File: config.mk
export PLATFORM = sky130hd
export DESIGN_NAME = cddir_front
export DESIGN_NICKNAME = d
export VERILOG_FILES = /design/src/rtl/core/cddir_pkg.sv /design/src/rtl/core/cddir_div.sv /design/src/rtl/core/cddir_front.sv
export SDC_FILE = /design/constraint.sdc
export NUM_CORES = 1
export LEC_CHECK = 0
export ABC_CLOCK_PERIOD_IN_PS = 4700
export BUFFER_PORTS_ARGS = -buffer_cell sky130_fd_sc_hd__buf_2
export CORE_MARGIN = 2
export CORE_UTILIZATION = 52
export DETAILED_ROUTE_END_ITERATION = 10
export PLACE_DENSITY = 0.77
export SYNTH_ARGS = -nofsm -noshare
export SYNTH_HDL_FRONTEND = slang
export SYNTH_SLANG_ARGS = --single-unit
File: constraint.sdc
create_clock -name clk -period 4.7 [get_ports clk]
set_clock_uncertainty 0.2 [all_clocks]
set_input_delay 0.47 -clock clk [delete_from_list [all_inputs] [get_ports clk]]
set_output_delay 0.47 -clock clk [all_outputs]
set_load 0.01 [all_outputs]
File: src/rtl/core/cddir_pkg.sv
`timescale 1ns / 1ps
// ----------------------------------------------------------------------------
// cddir_pkg
// Shared widths, codes and types of the cache tag directory.
// ----------------------------------------------------------------------------
package cddir_pkg;

	localparam int IW     = 14;
	localparam int EPO_W  = 15;
	localparam int BS_W   = 9;
	localparam int NS_W   = 7;
	localparam int RK_W   = 6;
	localparam int DV_W   = 17;
	localparam int SLOT_W = 8;
	localparam int SEEN_W = 16;
	localparam int CNT_W  = 32;
	localparam int REG_W  = 2;
	localparam int PH_W   = 3;

	localparam logic [1:0] OUT_CACHE_HIT = 2'd0;
	localparam logic [1:0] OUT_LOCAL_HIT = 2'd1;
	localparam logic [1:0] OUT_MISS      = 2'd2;

	localparam logic [REG_W-1:0] REG_EPO   = 2'd0;
	localparam logic [REG_W-1:0] REG_BS    = 2'd1;
	localparam logic [REG_W-1:0] REG_SLOTS = 2'd2;
	localparam logic [REG_W-1:0] REG_RANK  = 2'd3;

	typedef struct packed {
		logic            start;
		logic [IW-1:0]   dividend;
		logic [DV_W-1:0] divisor;
	} div_req_t;

	typedef struct packed {
		logic            done;
		logic [IW-1:0]   quot;
		logic [DV_W-1:0] rem;
	} div_rsp_t;

	typedef struct packed {
		logic [IW-1:0]     owner;
		logic [IW-1:0]     in_owner;
		logic [IW-1:0]     blk_start;
		logic [IW-1:0]     tag;
		logic [IW-1:0]     pos;
		logic [SLOT_W-1:0] slot;
		logic [SEEN_W-1:0] seen_idx;
		logic              owned_here;
	} item_t;

	typedef struct packed {
		logic clearing;
	} back_stat_t;

	function automatic logic [CNT_W-1:0] sat_inc(input logic [CNT_W-1:0] v);
		return (&v) ? v : v + CNT_W'(1);
	endfunction

endpackage

File: src/rtl/core/cddir_div.sv
`timescale 1ns / 1ps
// ----------------------------------------------------------------------------
// cddir_div
// Restoring divider, one quotient bit per cycle.
// ----------------------------------------------------------------------------
module cddir_div (
	input  logic               clk,
	input  logic               arst_n,
	input  cddir_pkg::div_req_t req,
	output cddir_pkg::div_rsp_t rsp
);
	localparam int CW = $clog2(cddir_pkg::IW + 1);

	logic                        busy_q;
	logic                        done_q;
	logic [CW-1:0]               cnt_q;
	logic [cddir_pkg::IW-1:0]    quot_q;
	logic [cddir_pkg::DV_W-1:0]  rem_q;
	logic [cddir_pkg::DV_W-1:0]  dvs_q;
	logic [cddir_pkg::DV_W-1:0]  trial;

	// The remainder stays below the divisor, so its top bit is always clear.
	assign trial = {rem_q[cddir_pkg::DV_W-2:0], quot_q[cddir_pkg::IW-1]};

	always_ff @(posedge clk or negedge arst_n) begin
		if (!arst_n) begin
			busy_q <= 1'b0;
			done_q <= 1'b0;
			cnt_q  <= '0;
		end else begin
			done_q <= 1'b0;
			if (req.start) begin
				busy_q <= 1'b1;
				cnt_q  <= '0;
			end else if (busy_q) begin
				cnt_q <= cnt_q + CW'(1);
				if (cnt_q == CW'(cddir_pkg::IW - 1)) begin
					busy_q <= 1'b0;
					done_q <= 1'b1;
				end
			end
		end
	end

	always_ff @(posedge clk) begin
		if (req.start) begin
			quot_q <= req.dividend;
			rem_q  <= '0;
			dvs_q  <= req.divisor;
		end else if (busy_q) begin
			if (trial >= dvs_q) begin
				rem_q  <= trial - dvs_q;
				quot_q <= {quot_q[cddir_pkg::IW-2:0], 1'b1};
			end else begin
				rem_q  <= trial;
				quot_q <= {quot_q[cddir_pkg::IW-2:0], 1'b0};
			end
		end
	end

	assign rsp.done = done_q;
	assign rsp.quot = quot_q;
	assign rsp.rem  = rem_q;

endmodule

File: src/rtl/core/cddir_front.sv
`timescale 1ns / 1ps
// ----------------------------------------------------------------------------
// cddir_front
// Accepts an index and splits it into owner, tag, slot and positions.
// ----------------------------------------------------------------------------
module cddir_front #(
	parameter int ARRAY_SIZE = 16384,
	parameter int MAX_SLOTS  = 64,
	parameter int MAX_BLOCK  = 256
) (
	input  logic                          clk,
	input  logic                          arst_n,
	input  logic                          push,
	input  logic [cddir_pkg::IW-1:0]      element_index,
	output logic                          busy,
	input  logic [cddir_pkg::EPO_W-1:0]   epo_reg,
	input  logic [cddir_pkg::BS_W-1:0]    bs_reg,
	input  logic [cddir_pkg::NS_W-1:0]    ns_reg,
	input  logic [cddir_pkg::RK_W-1:0]    rank_reg,
	output logic                          q_push,
	output cddir_pkg::item_t              q_item,
	input  logic                          q_full
);
	typedef enum logic [2:0] {
		F_IDLE = 3'b001,
		F_DIV  = 3'b010,
		F_PUSH = 3'b100
	} fstate_t;

	localparam logic [cddir_pkg::PH_W-1:0] PH_OWN  = 3'd0;
	localparam logic [cddir_pkg::PH_W-1:0] PH_TAG  = 3'd1;
	localparam logic [cddir_pkg::PH_W-1:0] PH_BLK  = 3'd2;
	localparam logic [cddir_pkg::PH_W-1:0] PH_SLOT = 3'd3;

	fstate_t                         state_q;
	logic [cddir_pkg::PH_W-1:0]      phase_q;
	logic                            start_q;
	logic [cddir_pkg::IW-1:0]        idx_q, owner_q, in_owner_q, tag_q;
	logic [cddir_pkg::BS_W-1:0]      offset_q, rblk_q;
	logic [cddir_pkg::SLOT_W-1:0]    slot_q;
	logic [cddir_pkg::DV_W-1:0]      epo, bs, ns;
	logic [cddir_pkg::BS_W-1:0]      bs_c;
	logic [cddir_pkg::NS_W-1:0]      ns_c;
	logic [cddir_pkg::DV_W:0]        pos_full;
	cddir_pkg::div_req_t             dreq;
	cddir_pkg::div_rsp_t             drsp;

	always_comb begin
		if (bs_reg == '0)
			bs_c = cddir_pkg::BS_W'(1);
		else if (32'(bs_reg) > MAX_BLOCK)
			bs_c = cddir_pkg::BS_W'(MAX_BLOCK);
		else
			bs_c = bs_reg;
		if (ns_reg == '0)
			ns_c = cddir_pkg::NS_W'(1);
		else if (32'(ns_reg) > MAX_SLOTS)
			ns_c = cddir_pkg::NS_W'(MAX_SLOTS);
		else
			ns_c = ns_reg;
	end

	assign epo = (epo_reg == '0) ? cddir_pkg::DV_W'(1) : cddir_pkg::DV_W'(epo_reg);
	assign bs  = cddir_pkg::DV_W'(bs_c);
	assign ns  = cddir_pkg::DV_W'(ns_c);

	always_comb begin
		dreq.start    = start_q;
		dreq.dividend = idx_q;
		dreq.divisor  = epo;
		unique case (phase_q)
			PH_OWN: begin
				dreq.dividend = idx_q;
				dreq.divisor  = epo;
			end
			PH_TAG: begin
				dreq.dividend = idx_q;
				dreq.divisor  = bs;
			end
			PH_BLK: begin
				dreq.dividend = in_owner_q;
				dreq.divisor  = bs;
			end
			PH_SLOT: begin
				dreq.dividend = tag_q;
				dreq.divisor  = ns;
			end
			default: begin
				dreq.dividend = idx_q;
				dreq.divisor  = epo;
			end
		endcase
	end

	cddir_div u_div (
		.clk    (clk),
		.arst_n (arst_n),
		.req    (dreq),
		.rsp    (drsp)
	);

	always_ff @(posedge clk or negedge arst_n) begin
		if (!arst_n) begin
			state_q <= F_IDLE;
			phase_q <= PH_OWN;
			start_q <= 1'b0;
		end else begin
			start_q <= 1'b0;
			unique case (state_q)
				F_IDLE: begin
					if (push && !busy) begin
						state_q <= F_DIV;
						phase_q <= PH_OWN;
						start_q <= 1'b1;
					end
				end
				F_DIV: begin
					if (drsp.done) begin
						if (phase_q == PH_SLOT) begin
							state_q <= F_PUSH;
						end else begin
							phase_q <= phase_q + cddir_pkg::PH_W'(1);
							start_q <= 1'b1;
						end
					end
				end
				F_PUSH: begin
					if (!q_full)
						state_q <= F_IDLE;
				end
				default: state_q <= F_IDLE;
			endcase
		end
	end

	always_ff @(posedge clk) begin
		if (state_q == F_IDLE && push && !busy)
			idx_q <= element_index;
		if (state_q == F_DIV && drsp.done) begin
			case (phase_q)
				PH_OWN: begin
					owner_q    <= drsp.quot;
					in_owner_q <= cddir_pkg::IW'(drsp.rem);
				end
				PH_TAG: begin
					tag_q    <= drsp.quot;
					offset_q <= cddir_pkg::BS_W'(drsp.rem);
				end
				PH_BLK:  rblk_q <= cddir_pkg::BS_W'(drsp.rem);
				PH_SLOT: slot_q <= cddir_pkg::SLOT_W'(drsp.rem);
				default: ;
			endcase
		end
	end

	assign pos_full = (cddir_pkg::DV_W + 1)'(slot_q) * (cddir_pkg::DV_W + 1)'(bs_c)
		+ (cddir_pkg::DV_W + 1)'(offset_q);

	assign busy   = (state_q != F_IDLE);
	assign q_push = (state_q == F_PUSH) && !q_full;

	always_comb begin
		q_item            = '0;
		q_item.owner      = owner_q;
		q_item.in_owner   = in_owner_q;
		q_item.blk_start  = in_owner_q - cddir_pkg::IW'(rblk_q);
		q_item.tag        = tag_q;
		q_item.pos        = pos_full[cddir_pkg::IW-1:0];
		q_item.slot       = slot_q;
		q_item.seen_idx   = cddir_pkg::SEEN_W'(32'(tag_q) % ARRAY_SIZE);
		q_item.owned_here = (owner_q == cddir_pkg::IW'(rank_reg));
	end

endmodule

==> impl_summary.log <==
INFO  metric fmax = 0.194 GHz
INFO  metric ctsLongestPathBuffers = 2
INFO  metric nFillCells = 1328
INFO  metric die_height = 139 µm
INFO  metric post_synth.cell_area_avg = 10.3 µm²
INFO  metric routability_congestion_estimate_from_global_placement = 0.897
INFO  metric gr-usage-all-layers = 25.0%
INFO  metric yosysWarningCount = 0
INFO  metric synth_cells = 915
INFO  metric clk-insertion-delay-late = 430 ps
INFO  metric setup.worst_path.start_class = input port
INFO  metric cp_data_required_time = 4030 ps
INFO  metric hold_path.class = input port to flip-flop
INFO  metric nets = 1301
INFO  metric area_growth_syn_to_layout = 27.8%
INFO  metric timing.critical_path.to_type = output port
INFO  metric setup-tns-final = -2280 ps
INFO  metric power.total = 5.60 mW
INFO  metric routed_wl = 24100 µm
INFO  metric drv_cap = 0
INFO  metric postRouteAntennaNets = 0
INFO  metric floorplan.io_pins = 152
INFO  metric total_leakage_power = 5.29 nW
INFO  metric grt_overflow = 0
INFO  metric cell_count_final_fillers_out = 1380
INFO  metric worstSetupPathType = input port to output port
INFO  metric ys_dominant_reg_cell = sky130_fd_sc_hd__edfxtp_1
INFO  metric period_needed = 5140 ps
INFO  metric synth-seq-cells = 140
INFO  metric violations = negative setup slack
INFO  metric starting_density_of_the_core = 52.8%
INFO  metric outcome = finished, violations left
INFO  metric tightest_slew = 1300 ps
INFO  metric synth_enable_flop_cells = 111
INFO  metric die-area = 19300 µm²
INFO  metric peakVddDrop = 398 µV
INFO  metric numClockSinks = 140
INFO  metric timing.max_slew.rel_slack = 13.6%
INFO  metric grt_setup_unrepaired = yes
INFO  metric numCtsBuffers = 17
INFO  metric post_drt_via_cell_ratio = 5.57
INFO  metric register_area = 3980 µm²
INFO  metric dp.final_hpwl = 17000 µm
INFO  metric first_global_vias = 7652
INFO  metric fin_ws = -444 ps
INFO  metric grt_max_degree = 54
INFO  metric drt-initial-drc-count = 678
INFO  metric cts_max_level = 4
INFO  metric floorplan.core_area = 17900 µm²
INFO  metric synthesis.area = 9440 µm²
INFO  metric tritoncts = done
INFO  metric number_of_port_buffers = 149
INFO  metric period_share = 109%
INFO  metric average_detailed_routed_wire_length_per_instance = 17.5 µm
INFO  metric drv_slew = 0
INFO  metric std_cell_rows = 49
INFO  metric final-setup-viol-count = 7
INFO  metric total_area_of_multi_input_combinational_cells = 5100 µm²
INFO  metric route.detailed.drc = 0
INFO  metric placed_cells = 1308
INFO  metric global_route_wire_length_before_repair = 38200 µm
INFO  metric n_antenna_cell = 0
INFO  metric cts.clk_slew.worst_paths = 70 ps
INFO  metric vias = 7691
INFO  metric fp.dieW = 139 µm
INFO  metric critPathArrivalTime = 4470 ps
INFO  metric powerDensity = 464 nW/µm²
INFO  metric critical_path_peak_fanout = 6
INFO  metric report.final.hold_viol_count = 0
INFO  metric root_buffer = sky130_fd_sc_hd__clkbuf_16
INFO  metric initial_antenna_violation_count = 0
INFO  metric yosys.cell_types.count = 77
INFO  metric synth-async-reset-ratio = 9.29%
INFO  metric ratio_of_cells_with_drive_above_1_in_the_final_layout = 32.6%
INFO  metric dr.pass1.iters = 5
INFO  metric yosysSeqAreaShare = 42.1%
## worst paths after layout
kind	startpoint	slack, ps	cells past startpoint	to
hold / removal	element_index[4]	20	1	idx_q[4]
setup / recovery	bs_reg[8]	-440	20	q_item[37]
max in group asynchronous	arst_n	3750	2	state_q[0]
setup reg to reg	phase_q[0]	1570	5	u_div.quot_q[3]
min in group asynchronous	arst_n	270	2	u_div.cnt_q[2]
hold reg to reg	u_div.quot_q[3]	280	0	owner_q[3]
## cell families after synthesis
logic type	Yosys count	synth area share, %
buf+inv	170	7.55
simple gates	303	15.9
compound gates	151	12.1
xor+xnor	40	3.71
fa+ha+maj	108	18.4
flops	140	42.1
other cells	1	0.0397
mux	2	0.212
## worst max-delay path: stages
cell,delay (ps)
sky130_fd_sc_hd__buf_8,100
sky130_fd_sc_hd__buf_8,130
sky130_fd_sc_hd__nor2b_1,140
sky130_fd_sc_hd__buf_4,180
sky130_fd_sc_hd__buf_4,120
sky130_fd_sc_hd__and2_1,140
sky130_fd_sc_hd__fa_1,460
sky130_fd_sc_hd__fa_1,490
sky130_fd_sc_hd__fa_1,490
sky130_fd_sc_hd__inv_1,50
sky130_fd_sc_hd__fa_1,490
sky130_fd_sc_hd__inv_2,50
sky130_fd_sc_hd__ha_4,170
sky130_fd_sc_hd__buf_4,140
sky130_fd_sc_hd__nor3_2,100
sky130_fd_sc_hd__nor2_1,70
sky130_fd_sc_hd__a31o_2,260
sky130_fd_sc_hd__a21oi_2,180
sky130_fd_sc_hd__xnor2_2,120
sky130_fd_sc_hd__buf_2,140
## layout by cell type (no fill, tap or decap), drive strengths merged, types with 4 or more instances in the layout
cell / instances
and2: 44
nor2b: 15
nor3: 17
or2: 6
nand2b: 5
o21ai: 37
and3: 7
o211ai: 11
bufinv: 4
nor4: 7
fa: 51
clkinvlp: 4
o41ai: 4
or3: 5
inv: 129
clkinv: 4
o31ai: 4
dfrtp: 12
xnor2: 30
a221oi: 13
nand2: 103
buf: 245
o2111ai: 4
dfxtp: 16
ha: 57
a21o: 6
or4: 5
nand4: 6
edfxtp: 111
a211oi: 5
xor2: 10
nand3: 17
nor2: 56
a31o: 4
a21oi: 23
a221o: 7
clkbuf: 17
## repair_timing
action | CTS | global route
setup endpoints to repair | 8 | 8
resized for setup | 67 | 17
pin swaps | 63 | 18
hold endpoints to repair | 13 | 1
hold buffers | 1 | 1
setup buffers | 32 | 6
## where the power goes
group | switching [mW] | internal (mW) | total, mW
clock | 0.546 | 0.895 | 1.44
sequential | 0.251 | 1.70 | 1.95
combinational | 1.20 | 1.00 | 2.20
## synth_stat cells (7+ instances only)
cell / n / area share, %
sky130_fd_sc_hd__a21oi_1: 21 / 1.1
sky130_fd_sc_hd__nor4_1: 7 / 0.46
sky130_fd_sc_hd__nand2_1: 102 / 4.1
sky130_fd_sc_hd__dfrtp_1: 12 / 3.2
sky130_fd_sc_hd__xor2_1: 10 / 0.93
sky130_fd_sc_hd__nor2b_1: 15 / 0.99
sky130_fd_sc_hd__xnor2_1: 30 / 2.8
sky130_fd_sc_hd__dfxtp_1: 16 / 3.4
sky130_fd_sc_hd__o211ai_1: 11 / 0.87
sky130_fd_sc_hd__a221o_1: 7 / 0.74
sky130_fd_sc_hd__o21ai_0: 30 / 1.6
sky130_fd_sc_hd__buf_4: 16 / 1.3
sky130_fd_sc_hd__ha_1: 57 / 7.6
sky130_fd_sc_hd__fa_1: 51 / 11
sky130_fd_sc_hd__and2_1: 43 / 2.8
sky130_fd_sc_hd__nor3_1: 17 / 0.90
sky130_fd_sc_hd__nand3_1: 17 / 0.90
sky130_fd_sc_hd__clkbuf_1: 24 / 0.95
sky130_fd_sc_hd__a221oi_1: 13 / 1.2
sky130_fd_sc_hd__inv_1: 126 / 5.0
sky130_fd_sc_hd__nor2_1: 56 / 2.2
sky130_fd_sc_hd__and3_1: 7 / 0.46
sky130_fd_sc_hd__edfxtp_1: 111 / 35
## metrics by stage
step | util (%) | instance area, µm² | hold WS [ps] | worst slack, ps
after floorplan | - | 9590 | -25.6 | -62.8
after global placement | 60.4 | 10800 | 169 | -598
after detailed placement | 60.4 | 10800 | 175 | -649
after CTS | 66.8 | 12000 | 3.52 | -408
after global routing | 67.4 | 12100 | 3.62 | -597
final | 67.4 | 12100 | 17.8 | -444
## metal layers
layer  up-vias  share of wire, %  GRT usage (%)
met1      3721                42           32.7
met4         0               2.7           9.84
met5         -                 0              0
met2       300                49           41.1
li1       3606                 -              -
met3        64               6.3           5.32
## flip-flops by register name, indices dropped and copies added (netlist names)
name and count:
rblk_q 9, phase_q 3, offset_q 9, state_q 3, slot_q 8, u_div.busy_q 1
idx_q 14, u_div.done_q 1, u_div.dvs_q 15, u_div.cnt_q 4, u_div.rem_q 16, owner_q 14
start_q 1, in_owner_q 14, u_div.quot_q 14, tag_q 14
## area by class of cell
| type | instances | area share (%) |
|---|---|---|
| timing repair buffer | 247 | 13.2 |
| clock inverter | 15 | 1.75 |
| sequential | 140 | 33.0 |
| inverter | 126 | 3.92 |
| clock buffer | 17 | 3.52 |
| multi-input combinational | 606 | 42.2 |
| tap | 229 | 2.37 |
Power figures use the tool's default switching activity.
